<file path="config.mk">
export PLATFORM = sky130hd
export DESIGN_NAME = wind_noise_role_switch_judge
export DESIGN_NICKNAME = d
export VERILOG_FILES = /design/src/wnrs_pkg.sv /design/src/wind_noise_role_switch_judge.sv /design/src/wnrs_ram.sv /design/src/wnrs_div.sv
export SDC_FILE = /design/constraint.sdc
export NUM_CORES = 1
export LEC_CHECK = 0
export ABC_AREA = 1
export BUFFER_PORTS_ARGS = -buffer_cell sky130_fd_sc_hd__buf_4
export CAP_MARGIN = 0
export CORE_MARGIN = 2
export CORE_UTILIZATION = 30
export DETAILED_ROUTE_END_ITERATION = 8
export HOLD_SLACK_MARGIN = 0.08
export REMOVE_ABC_BUFFERS = 1
export SETUP_SLACK_MARGIN = 0.02
export SLEW_MARGIN = 0
export SYNTH_ARGS = -nofsm -noshare
export SYNTH_HDL_FRONTEND = slang
export SYNTH_HIERARCHICAL = 1
export SYNTH_SLANG_ARGS = --single-unit
</file>
<file path="constraint.sdc">
create_clock -name clk -period 10.82 [get_ports clk]
set_input_delay 2.164 -clock clk [delete_from_list [all_inputs] [get_ports clk]]
set_output_delay 2.164 -clock clk [all_outputs]
set_load 0.03 [all_outputs]
</file>
<file path="src/wnrs_pkg.sv">
// wnrs_pkg: shared types and codes for the wind noise role switch judge
// request payload structs, action codes and the sequencer state type
// no dependencies
package wnrs_pkg;

  localparam logic [1:0] ACT_SAMPLE = 2'd0;
  localparam logic [1:0] ACT_PEER   = 2'd1;
  localparam logic [1:0] ACT_CLEAR  = 2'd2;

  localparam int LEVEL_W = 16;
  localparam logic signed [LEVEL_W-1:0] GAP_LIMIT_RST = 16'sd10;
  localparam logic signed [LEVEL_W-1:0] LEVEL_MAX     = 16'sh7FFF;
  localparam logic signed [LEVEL_W-1:0] LEVEL_MIN     = 16'sh8000;

  typedef struct packed {
    logic [1:0]                action;
    logic                      call_mode;
    logic                      local_wind_flag;
    logic signed [LEVEL_W-1:0] local_wind_value;
    logic                      peer_length_ok;
    logic                      peer_run;
    logic                      peer_wind_flag;
    logic signed [LEVEL_W-1:0] peer_wind_level;
    logic                      links_up;
    logic                      both_in_ear;
    logic                      is_primary;
  } wnrs_in_t;

  typedef struct packed {
    logic signed [LEVEL_W-1:0] smoothed_level;
    logic                      switch_needed;
    logic                      other_switch_allowed;
    logic                      any_ear_wind;
  } wnrs_out_t;

  typedef enum logic [2:0] {
    ST_IDLE,
    ST_WALK,
    ST_TRIM,
    ST_START,
    ST_DIV,
    ST_DONE
  } wnrs_state_t;

endpackage

</file>
<file path="src/wind_noise_role_switch_judge.sv">
// wind_noise_role_switch_judge: top level of the wind noise role switch judge
// uses wnrs_pkg, wnrs_ram (sample window) and wnrs_div (serial divider)
//
// usage
//   in_*  : one request per event: local sample, peer info or clear all.
//           every request answers with exactly one result on out_*.
//   out_* : result holds smoothed level and the three switch verdicts,
//           computed from the state after the request.
//   cfg_* : cfg_we writes the signed noise gap limit (reset value 10);
//           write only while no request is in flight.
// timing
//   a local sample in call mode walks the window through the ram read
//   port, trims max and min, starts the serial divider and runs it at
//   one quotient bit per cycle over 16 + clog2(WINDOW_DEPTH) bits, then
//   picks up the quotient and goes to the done state for the result.
//   other requests go from acceptance straight to the done state,
//   which loads the output register.
//   one request at a time: in_ready is high only while idle.
// reset and stall
//   rst_n clears all tracking state and restores the gap limit. the
//   result sits in an output register; a stalled out_ready holds it and
//   the next request may be accepted meanwhile.
module wind_noise_role_switch_judge #(
  parameter int WINDOW_DEPTH = 8
) (
  input  logic                     clk,
  input  logic                     rst_n,
  input  logic                     in_valid,
  output logic                     in_ready,
  input  wnrs_pkg::wnrs_in_t       in_data,
  output logic                     out_valid,
  input  logic                     out_ready,
  output wnrs_pkg::wnrs_out_t      out_data,
  input  logic                     cfg_we,
  input  logic signed [15:0]       cfg_wdata
);

  import wnrs_pkg::*;

  localparam int SLOT_W = $clog2(WINDOW_DEPTH);
  localparam int CNT_W  = $clog2(WINDOW_DEPTH + 1);
  // window sum of full-scale samples fits here with sign
  localparam int SUM_W  = LEVEL_W + $clog2(WINDOW_DEPTH);

  // sequencer and output
  wnrs_state_t state_r, state_nxt;
  logic        out_valid_r, out_valid_nxt;
  wnrs_out_t   out_data_r, out_data_nxt;

  // architectural state
  logic [SLOT_W-1:0]         slot_r, slot_nxt;
  logic [CNT_W-1:0]          fill_r, fill_nxt;
  logic                      lrun_r, lrun_nxt;
  logic                      lwind_r, lwind_nxt;
  logic signed [LEVEL_W-1:0] llevel_r, llevel_nxt;
  logic                      prun_r, prun_nxt;
  logic                      pwind_r, pwind_nxt;
  logic signed [LEVEL_W-1:0] plevel_r, plevel_nxt;
  logic signed [LEVEL_W-1:0] gap_limit_r, gap_limit_nxt;

  // per request context
  logic links_r, links_nxt;
  logic worn_r, worn_nxt;
  logic primary_r, primary_nxt;

  // walk and divide datapath
  logic [CNT_W-1:0]          issue_r, issue_nxt;
  logic                      rd_vld_r, rd_vld_nxt;
  logic signed [SUM_W-1:0]   sum_r, sum_nxt;
  logic signed [LEVEL_W-1:0] lo_r, lo_nxt;
  logic signed [LEVEL_W-1:0] hi_r, hi_nxt;
  logic                      neg_r, neg_nxt;

  // ram and divider hookup
  logic                      ram_we;
  logic [LEVEL_W-1:0]        ram_rdata;
  logic signed [LEVEL_W-1:0] rd_val;
  logic                      div_start;
  logic [SUM_W-1:0]          div_dividend;
  logic [CNT_W-1:0]          div_divisor;
  logic                      div_done;
  logic [SUM_W-1:0]          div_quo;
  logic [SUM_W-1:0]          quo_signed;

  logic                      accept;
  logic                      full;
  logic signed [LEVEL_W:0]   gap;
  logic                      gap_large;
  logic                      need;
  logic                      allow;
  logic                      any_wind;

  assign accept = in_valid && in_ready;
  assign full   = (fill_r == CNT_W'(WINDOW_DEPTH));
  assign rd_val = signed'(ram_rdata);
  assign ram_we = accept && (in_data.action == ACT_SAMPLE) && in_data.call_mode;

  wnrs_ram #(
    .WIDTH (LEVEL_W),
    .DEPTH (WINDOW_DEPTH)
  ) u_ring (
    .clk   (clk),
    .we    (ram_we),
    .waddr (slot_r),
    .wdata (in_data.local_wind_value),
    .raddr (issue_r[SLOT_W-1:0]),
    .rdata (ram_rdata)
  );

  wnrs_div #(
    .DW (SUM_W),
    .VW (CNT_W)
  ) u_div (
    .clk      (clk),
    .rst_n    (rst_n),
    .start    (div_start),
    .dividend (div_dividend),
    .divisor  (div_divisor),
    .done     (div_done),
    .quotient (div_quo)
  );

  // divisor drops the trimmed max and min once the window is full
  assign div_divisor  = full ? CNT_W'(WINDOW_DEPTH - 2) : fill_r;
  assign div_dividend = sum_r[SUM_W-1] ? SUM_W'(-sum_r) : SUM_W'(sum_r);
  assign quo_signed   = neg_r ? SUM_W'(-div_quo) : div_quo;

  // verdicts from the state after the request
  assign gap       = {plevel_r[LEVEL_W-1], plevel_r} - {llevel_r[LEVEL_W-1], llevel_r};
  assign gap_large = (gap > $signed({gap_limit_r[LEVEL_W-1], gap_limit_r}));
  assign need      = links_r && worn_r && primary_r && lrun_r && prun_r && lwind_r &&
                     (!pwind_r || gap_large);
  assign allow     = !((!lwind_r && pwind_r) || (lwind_r && pwind_r && gap_large));
  assign any_wind  = (pwind_r && prun_r) || (lwind_r && lrun_r);

  assign in_ready  = (state_r == ST_IDLE);
  assign out_valid = out_valid_r;
  assign out_data  = out_data_r;

  always_comb begin
    state_nxt     = state_r;
    out_valid_nxt = out_valid_r;
    out_data_nxt  = out_data_r;
    slot_nxt      = slot_r;
    fill_nxt      = fill_r;
    lrun_nxt      = lrun_r;
    lwind_nxt     = lwind_r;
    llevel_nxt    = llevel_r;
    prun_nxt      = prun_r;
    pwind_nxt     = pwind_r;
    plevel_nxt    = plevel_r;
    gap_limit_nxt = gap_limit_r;
    links_nxt     = links_r;
    worn_nxt      = worn_r;
    primary_nxt   = primary_r;
    issue_nxt     = issue_r;
    rd_vld_nxt    = 1'b0;
    sum_nxt       = sum_r;
    lo_nxt        = lo_r;
    hi_nxt        = hi_r;
    neg_nxt       = neg_r;
    div_start     = 1'b0;

    if (cfg_we) begin
      gap_limit_nxt = cfg_wdata;
    end

    // consumer took the result
    if (out_valid_r && out_ready) begin
      out_valid_nxt = 1'b0;
    end

    case (state_r)
      ST_IDLE: begin
        if (accept) begin
          links_nxt   = in_data.links_up;
          worn_nxt    = in_data.both_in_ear;
          primary_nxt = in_data.is_primary;
          state_nxt   = ST_DONE;
          case (in_data.action)
            ACT_SAMPLE: begin
              if (in_data.call_mode) begin
                lrun_nxt  = 1'b1;
                lwind_nxt = in_data.local_wind_flag;
                slot_nxt  = (slot_r == SLOT_W'(WINDOW_DEPTH - 1)) ? '0 : slot_r + 1'b1;
                if (!full) begin
                  fill_nxt = fill_r + 1'b1;
                end
                issue_nxt = '0;
                sum_nxt   = '0;
                lo_nxt    = LEVEL_MAX;
                hi_nxt    = LEVEL_MIN;
                state_nxt = ST_WALK;
              end else begin
                // leaving call mode drops all tracking
                slot_nxt   = '0;
                fill_nxt   = '0;
                lrun_nxt   = 1'b0;
                lwind_nxt  = 1'b0;
                llevel_nxt = '0;
                prun_nxt   = 1'b0;
                pwind_nxt  = 1'b0;
                plevel_nxt = '0;
              end
            end
            ACT_PEER: begin
              // a peer message with a bad length is ignored
              if (in_data.peer_length_ok) begin
                prun_nxt   = in_data.peer_run;
                pwind_nxt  = in_data.peer_wind_flag;
                plevel_nxt = in_data.peer_wind_level;
              end
            end
            ACT_CLEAR: begin
              slot_nxt   = '0;
              fill_nxt   = '0;
              lrun_nxt   = 1'b0;
              lwind_nxt  = 1'b0;
              llevel_nxt = '0;
              prun_nxt   = 1'b0;
              pwind_nxt  = 1'b0;
              plevel_nxt = '0;
            end
            default: begin
              // unused code only answers with the current verdicts
            end
          endcase
        end
      end
      ST_WALK: begin
        // each read is accumulated in the cycle after it issues, via the ram register
        if (issue_r != fill_r) begin
          issue_nxt  = issue_r + 1'b1;
          rd_vld_nxt = 1'b1;
        end
        if (rd_vld_r) begin
          sum_nxt = sum_r + SUM_W'(rd_val);
          if (rd_val < lo_r) begin
            lo_nxt = rd_val;
          end
          if (rd_val > hi_r) begin
            hi_nxt = rd_val;
          end
        end
        if ((issue_r == fill_r) && !rd_vld_r) begin
          state_nxt = ST_TRIM;
        end
      end
      ST_TRIM: begin
        if (full) begin
          sum_nxt = sum_r - SUM_W'(hi_r) - SUM_W'(lo_r);
        end
        state_nxt = ST_START;
      end
      ST_START: begin
        neg_nxt   = sum_r[SUM_W-1];
        div_start = 1'b1;
        state_nxt = ST_DIV;
      end
      ST_DIV: begin
        if (div_done) begin
          llevel_nxt = signed'(quo_signed[LEVEL_W-1:0]);
          state_nxt  = ST_DONE;
        end
      end
      ST_DONE: begin
        if (!out_valid_r || out_ready) begin
          out_valid_nxt                     = 1'b1;
          out_data_nxt.smoothed_level       = llevel_r;
          out_data_nxt.switch_needed        = need;
          out_data_nxt.other_switch_allowed = allow;
          out_data_nxt.any_ear_wind         = any_wind;
          state_nxt                         = ST_IDLE;
        end
      end
      default: begin
        state_nxt = ST_IDLE;
      end
    endcase
  end

  always_ff @(posedge clk) begin
    if (!rst_n) begin
      state_r     <= ST_IDLE;
      out_valid_r <= 1'b0;
      slot_r      <= '0;
      fill_r      <= '0;
      lrun_r      <= 1'b0;
      lwind_r     <= 1'b0;
      llevel_r    <= '0;
      prun_r      <= 1'b0;
      pwind_r     <= 1'b0;
      plevel_r    <= '0;
      gap_limit_r <= GAP_LIMIT_RST;
      issue_r     <= '0;
      rd_vld_r    <= 1'b0;
    end else begin
      state_r     <= state_nxt;
      out_valid_r <= out_valid_nxt;
      slot_r      <= slot_nxt;
      fill_r      <= fill_nxt;
      lrun_r      <= lrun_nxt;
      lwind_r     <= lwind_nxt;
      llevel_r    <= llevel_nxt;
      prun_r      <= prun_nxt;
      pwind_r     <= pwind_nxt;
      plevel_r    <= plevel_nxt;
      gap_limit_r <= gap_limit_nxt;
      issue_r     <= issue_nxt;
      rd_vld_r    <= rd_vld_nxt;
    end
    out_data_r <= out_data_nxt;
    links_r    <= links_nxt;
    worn_r     <= worn_nxt;
    primary_r  <= primary_nxt;
    sum_r      <= sum_nxt;
    lo_r       <= lo_nxt;
    hi_r       <= hi_nxt;
    neg_r      <= neg_nxt;
  end

endmodule

</file>
<file path="src/wnrs_ram.sv">
// wnrs_ram: generic single write port ram with registered read
// one write and one read address per cycle
// no dependencies
module wnrs_ram #(
  parameter int WIDTH = 16,
  parameter int DEPTH = 8
) (
  input  logic                     clk,
  input  logic                     we,
  input  logic [$clog2(DEPTH)-1:0] waddr,
  input  logic [WIDTH-1:0]         wdata,
  input  logic [$clog2(DEPTH)-1:0] raddr,
  output logic [WIDTH-1:0]         rdata
);

  logic [WIDTH-1:0] mem [DEPTH];
  logic [WIDTH-1:0] rdata_r;

  always_ff @(posedge clk) begin
    if (we) begin
      mem[waddr] <= wdata;
    end
    rdata_r <= mem[raddr];
  end

  assign rdata = rdata_r;

endmodule

</file>
<file path="src/wnrs_div.sv">
// wnrs_div: unsigned restoring divider, one quotient bit per cycle
// start loads operands, done pulses when the quotient is ready
// no dependencies
module wnrs_div #(
  parameter int DW = 19,
  parameter int VW = 4
) (
  input  logic          clk,
  input  logic          rst_n,
  input  logic          start,
  input  logic [DW-1:0] dividend,
  input  logic [VW-1:0] divisor,
  output logic          done,
  output logic [DW-1:0] quotient
);

  localparam int CW = $clog2(DW + 1);

  logic          busy_r, busy_nxt;
  logic          done_r, done_nxt;
  logic [CW-1:0] cnt_r, cnt_nxt;
  logic [VW:0]   rem_r, rem_nxt;
  logic [DW-1:0] quo_r, quo_nxt;
  logic [VW-1:0] dvs_r, dvs_nxt;
  logic [VW:0]   trial;
  logic [VW:0]   diff;
  logic          ge;

  always_comb begin
    trial    = {rem_r[VW-1:0], quo_r[DW-1]};
    ge       = (trial >= {1'b0, dvs_r});
    diff     = trial - {1'b0, dvs_r};
    busy_nxt = busy_r;
    done_nxt = 1'b0;
    cnt_nxt  = cnt_r;
    rem_nxt  = rem_r;
    quo_nxt  = quo_r;
    dvs_nxt  = dvs_r;
    if (start) begin
      busy_nxt = 1'b1;
      cnt_nxt  = '0;
      rem_nxt  = '0;
      quo_nxt  = dividend;
      dvs_nxt  = divisor;
    end else if (busy_r) begin
      rem_nxt = ge ? diff : trial;
      quo_nxt = {quo_r[DW-2:0], ge};
      cnt_nxt = cnt_r + 1'b1;
      if (cnt_r == CW'(DW - 1)) begin
        busy_nxt = 1'b0;
        done_nxt = 1'b1;
      end
    end
  end

  always_ff @(posedge clk) begin
    if (!rst_n) begin
      busy_r <= 1'b0;
      done_r <= 1'b0;
      cnt_r  <= '0;
    end else begin
      busy_r <= busy_nxt;
      done_r <= done_nxt;
      cnt_r  <= cnt_nxt;
    end
    rem_r <= rem_nxt;
    quo_r <= quo_nxt;
    dvs_r <= dvs_nxt;
  end

  assign done     = done_r;
  assign quotient = quo_r;

endmodule

</file>
Word-level counts from Yosys, hierarchy flattened --
Memories as Yosys holds them, arrays and structs flattened. A register that Yosys moved wholly into a read port is not among the register bits. Index checks and enable logic that the tools add are counted.
Storage, ports and cells: flip-flop bits (word level) 176, RAM bits 128, input bits 63, memories kept 1
Cells by class: add/subtract/negate cells 11, order comparisons 4, equal/unequal tests 28, muxes and demuxes 68, bitwise logic cells 2, reduce and logical (&&, ||, !) cells 47
Memory list:
- u_ring.mem | words 8, width 16, read ports 1, clocked after memory_dff 1, write ports 1, line wnrs_ram.sv:16 | logic [WIDTH-1:0] mem [DEPTH];
Operators with widths (number):
- 2-to-1 mux 16 bit | 15
- 2-to-1 mux 19 bit | 8
- one-hot mux 16 bit (2 select lines) | 4
- one-hot mux 19 bit (3 select lines) | 1
- one-hot mux 16 bit (3 select lines) | 1
- subtractor 19 x 16 -> 19 bit | 2
- 2-to-1 mux 4 bit | 7
- 2-to-1 mux 3 bit | 8
- adder 19 x 16 -> 19 bit | 1
- negation 19 bit | 1
- != test 2 bit (second input constant) | 9
- one-hot mux 3 bit (6 select lines) | 1
- AND reduction 6 bit | 3
- > comparator 17 x 16 -> 1 bit | 1
- subtractor 16 x 16 -> 17 bit | 1
- > comparator 16 bit | 1
- logical AND 1 bit | 16
- < comparator 16 bit | 1
- 2-to-1 mux 1 bit | 16
- negation 16 bit | 1
- one-hot mux 4 bit (2 select lines) | 2
- AND reduction 5 bit | 3
- equality test 3 bit (second input constant) | 3
- adder 4 x 1 -> 4 bit (second input constant) | 2
- other kinds (30) | 52

Longest topological paths before layout --
word-level depth 6, gate-level depth with buffers 23

By module --
Netlist, hierarchy kept.
Modules (own cells, without submodules):
- wind_noise_role_switch_judge | times used 1, cells an instance 1435, area each 10641.5 sq um
- wnrs_ram | times used 1, cells an instance 587, area each 5989.5 sq um
- wnrs_div | times used 1, cells an instance 172, area each 1594.0 sq um

Least setup slack after synthesis --
OpenSTA, ideal clock, no wires.
kind input to register, start input in_data[40] in the netlist's numbering, end register sum_r[0] (enable), setup time 499 ps, arrival 5672 ps, required time 10321 ps, slack 4649 ps, stages on the path 5, buffers on the path 0, path through inv_1 -> nand3_1 -> nand2_2 -> nand2_1 -> a2111oi_0
On the way: cells in the longest elaborated chain, start to end 3
Ends and longest elaborated chain:
- start: declaration | line wind_noise_role_switch_judge.sv:30 | input wnrs_pkg::wnrs_in_t in_data,
- zero test 2 bit | line wind_noise_role_switch_judge.sv:180 | case (in_data.action)
- != test 2 x 1 -> 1 bit (no line)
- AND reduction 6 bit (no line)
- end signal: assignment | line wind_noise_role_switch_judge.sv:316 | sum_r <= sum_nxt;
- end: declaration | line wind_noise_role_switch_judge.sv:69 | logic signed [SUM_W-1:0] sum_r, sum_nxt;
No other way between the ends. A chain may end at the register's enable or synchronous reset.

Worst setup path in the final report --
start register state_r[1], end output in_ready
On the way: cells in the longest elaborated chain, start to end 1
Ends and longest elaborated chain:
- start: declaration | line wind_noise_role_switch_judge.sv:46 | wnrs_state_t state_r, state_nxt;
- start signal: assignment | line wind_noise_role_switch_judge.sv:298 | state_r <= state_nxt;
- zero test 3 bit | line wind_noise_role_switch_judge.sv:136 | assign in_ready = (state_r == ST_IDLE);
- end: declaration | line wind_noise_role_switch_judge.sv:29 | output logic in_ready,
No other way between the ends.

==> run summary <==
==========================================================================================
Worst Min Path Start ........................................................  llevel_r[3]
Vias in the first global route ..............................................        14100
Slew at the pin closest to its max-slew limit ...............................      1.14 ns
First-pass GRT wire length ..................................................      72.0 mm
Capturing point of the worst reg2reg path ...................................  out_data[2]
Clock Skews .................................................................    0.0238 ns
Final hold slack ............................................................     0.459 ns
Number of gates given a new drive strength after cts ........................            0
Buffer depth of the longest clock path ......................................            3
Pin count of the biggest net entering global routing ........................           71
Worst vdd ir ................................................................     0.121 mV
Largest cells by area after synthesis ....................................... edfxtp_1 37%, nand2_1 13%, dfxtp_1 10%, ha_1 7.8%, inv_1 7.0%
Area of the die .............................................................    62700 µm²
Total setup violations reported at the end of the flow ......................            0
CP arrival ..................................................................      1.47 ns
Result of the run ...........................................................    completed
R2R setup slack .............................................................      7.46 ns
Netlist area before placement ...............................................    18200 µm²
Detail-routed via count per cell ............................................         4.65
Most frequent cell after synthesis ..........................................      nand2_1
Remaining number of nets flagged by the antenna check after routing .........            0
Worst Setup Path Type ....................................................... flip-flop to output pin
Clock insertion delay at the later pin of the skew report ...................      0.53 ns
RSZ-0062 raised after global routing ........................................           no
Type of the worst min-delay path ............................................ flip-flop to flip-flop
Ports .......................................................................           84
Routed vias .................................................................        14400
Antenna diode count .........................................................            0
Number of inserted filler cells in the final layout .........................         6139
RD Place Congestion .........................................................        0.931
Starting utilization of the core area .......................................        30.3%
Fraction of final layout cells with drive strength greater than 1 ...........        8.28%
H-tree depth reported by CTS ................................................            2
Iter 0 DRT Violations .......................................................          842
Total CTS buffers ...........................................................           35
HPWL Detailed ...............................................................      33.5 mm
Maximum fanout along the worst path .........................................            5
Area occupied by multi-input gates ..........................................     7970 µm²
Number of synthesized register bits .........................................          320
Row cnt .....................................................................           90
Nature of the critical path endpoint ........................................   output pin
Hold Path Sink ..............................................................  out_data[6]
CTS Sinks ...................................................................          320
Post-synth top flop .........................................................     edfxtp_1
Length of the first detailed-routing pass in iterations .....................            5
Critical Path Start Type ....................................................    flip-flop
TritonCTS clock tree ........................................................         done
Post-CTS Setup Repair Bufs ..................................................            0
Die width ...................................................................       250 µm
Signed area change from the synthesized netlist to the final layout .........        14.4%
Core Footprint ..............................................................    60200 µm²
Cells on worst reg2reg path .................................................           18
Required time reported for the critical path endpoint .......................      8.66 ns
DRC violations left .........................................................            0
Final critical path time including I/O delays and setup .....................      3.64 ns
Die height ..................................................................       250 µm
Total wire length after detailed routing ....................................      44.2 mm
Top achievable clock speed ..................................................    0.275 GHz
Cell accounting for the most synthesized area ...............................     edfxtp_1
Clock tree root buffer cell .................................................    clkbuf_16
CTS Hold Buffers Added ......................................................            0
Design Area, Final ..........................................................    20800 µm²
Worst r2r src ...............................................................  llevel_r[0]
Endpoints failing hold ......................................................            0
Synth top area share ........................................................        37.1%
Max Cap Violations ..........................................................            0
Routed wirelength normalized by instance count ..............................      14.3 µm
Max-Slew Margin vs Limit ....................................................        24.2%
Post-synthesis average cell area ............................................     8.31 µm²
Depth of the worst hold-timing path .........................................            0
Placed Instance Area ........................................................    19700 µm²
Max Slew Vio Count ..........................................................            0
Total Nets Final ............................................................         2478
Worst Setup SP ..............................................................   state_r[1]
Share of the yosys chip area belonging to registers .........................        47.5%
Distinct cell type count after synthesis ....................................           48
Total of buffers placed on input and output ports ...........................           83
Clock edge transition at the registers on the reported setup and hold paths .      0.06 ns
Pwr dens ....................................................................   270 nW/µm²
Setup TNS Final .............................................................         0 ns
Number of instances in the synthesized netlist ..............................         2194
Gr usage total ..............................................................        14.0%
Leak Pwr ....................................................................   0.00943 µW
EDFF count, synth ...........................................................          225
Share of synthesized flip-flops with an asynchronous set or reset ...........           0%
Final worst path period share ...............................................        33.6%
Number of warnings issued by yosys ..........................................            6
Overflow left after global routing ..........................................            0
Sequential cell area ........................................................     8660 µm²
Antenna violations before repair ............................................            0
Most used standard cells in the synthesized netlist ......................... 620 x nand2_1, 339 x inv_1, 225 x edfxtp_1
==========================================================================================
cells in the final DEF, fill, tap and decap left out, types with 4 or more instances in the layout:
| master | count |
|---|---|
| a211oi_1 | 4 |
| a21o_1 | 7 |
| a21oi_1 | 139 |
| buf_4 | 101 |
| clkbuf_1 | 12 |
| clkbuf_16 | 38 |
| dfxtp_1 | 94 |
| edfxtp_1 | 225 |
| fa_1 | 21 |
| ha_1 | 114 |
| inv_1 | 339 |
| inv_2 | 12 |
| nand2_1 | 620 |
| nand2_2 | 4 |
| nand3_1 | 183 |
| nand3b_1 | 8 |
| nand4_1 | 21 |
| nor2_1 | 158 |
| nor2_2 | 5 |
| nor3_1 | 24 |
| o21a_1 | 4 |
| o21ai_0 | 67 |
| o21ai_1 | 5 |
| o31ai_1 | 4 |
| or2_2 | 6 |
| xnor2_1 | 18 |
| xor2_1 | 25 |
registers in the layout, indices dropped and copies added (netlist names), 5 cells and up:
name and count:
u_ring/mem 128, out_data 19, sum_r 19, u_div/quotient 19, gap_limit_r 16, hi_r 16
llevel_r 16, lo_r 16, plevel_r 16, u_ring/rdata 16, u_div/cnt_r 5
through the flow:
stage | power [µW] | setup WS (ns) | util (%) | instances
2_1_floorplan | 3650 | 4.65 | - | 2142
3_3_place_gp | 4370 | 6.86 | 32.7 | 3025
3_5_place_dp | 4420 | 6.78 | 32.7 | 3025
4_1_cts | 5650 | 7.15 | 34.6 | 3088
5_1_grt | 6100 | 7.10 | 34.6 | 3088
6_report | 5620 | 7.18 | 34.6 | 3088
cell type report:
| type | count | area share (%) |
|---|---|---|
| Clock buffer | 53 | 4.98 |
| Multi-Input combinational cell | 1470 | 38.2 |
| Timing Repair Buffer | 101 | 3.64 |
| Clock inverter | 10 | 0.588 |
| Tap cell | 782 | 4.69 |
| Inverter | 352 | 6.34 |
| Sequential cell | 320 | 41.5 |
routing by layer:
metal	global-route usage (%)	up-vias	wire, µm
met5	0	-	0
met4	4.28	0	1280
met3	2.22	75	2130
met2	24.5	322	21300
met1	17.7	6660	19500
li1	-	7308	-
kinds of logic after synthesis:
kind of cell               count (synthesis)  synth area share [%]
AOI/OAI and AO/OA                        250                  7.50
DFF                                      320                  47.5
adders and majority gates                135                  10.1
and+or+nand+nor                         1042                  23.9
xor gates and xnor gates                  43                  2.07
buffers and inverters                    404                  8.85
worst max path at each step:
stage / end / slack (ns) / cells after the start
6_report: in_ready / 7.18 / 4
5_1_grt: in_ready / 7.10 / 4
4_1_cts: in_ready / 7.15 / 4
3_5_place_dp: plevel_r[11] / 6.78 / 9
3_3_place_gp: u_ring/mem[5][1] / 6.86 / 8
2_1_floorplan: sum_r[0] / 4.65 / 5
worst max-delay path, stage by stage, from the launching register on:
cell and delay [ns]:
dfxtp_1 0.34, inv_2 0.11, nand2_1 0.07, nor2_2 0.18
buf_4 0.24
report_power, final:
| part | internal (µW) | total [µW] | switching [µW] |
|---|---|---|---|
| Clock | 716 | 1200 | 489 |
| Sequential | 1540 | 1730 | 199 |
| Combinational | 942 | 2680 | 1740 |
No activity file was read; power rests on OpenSTA's default activity.
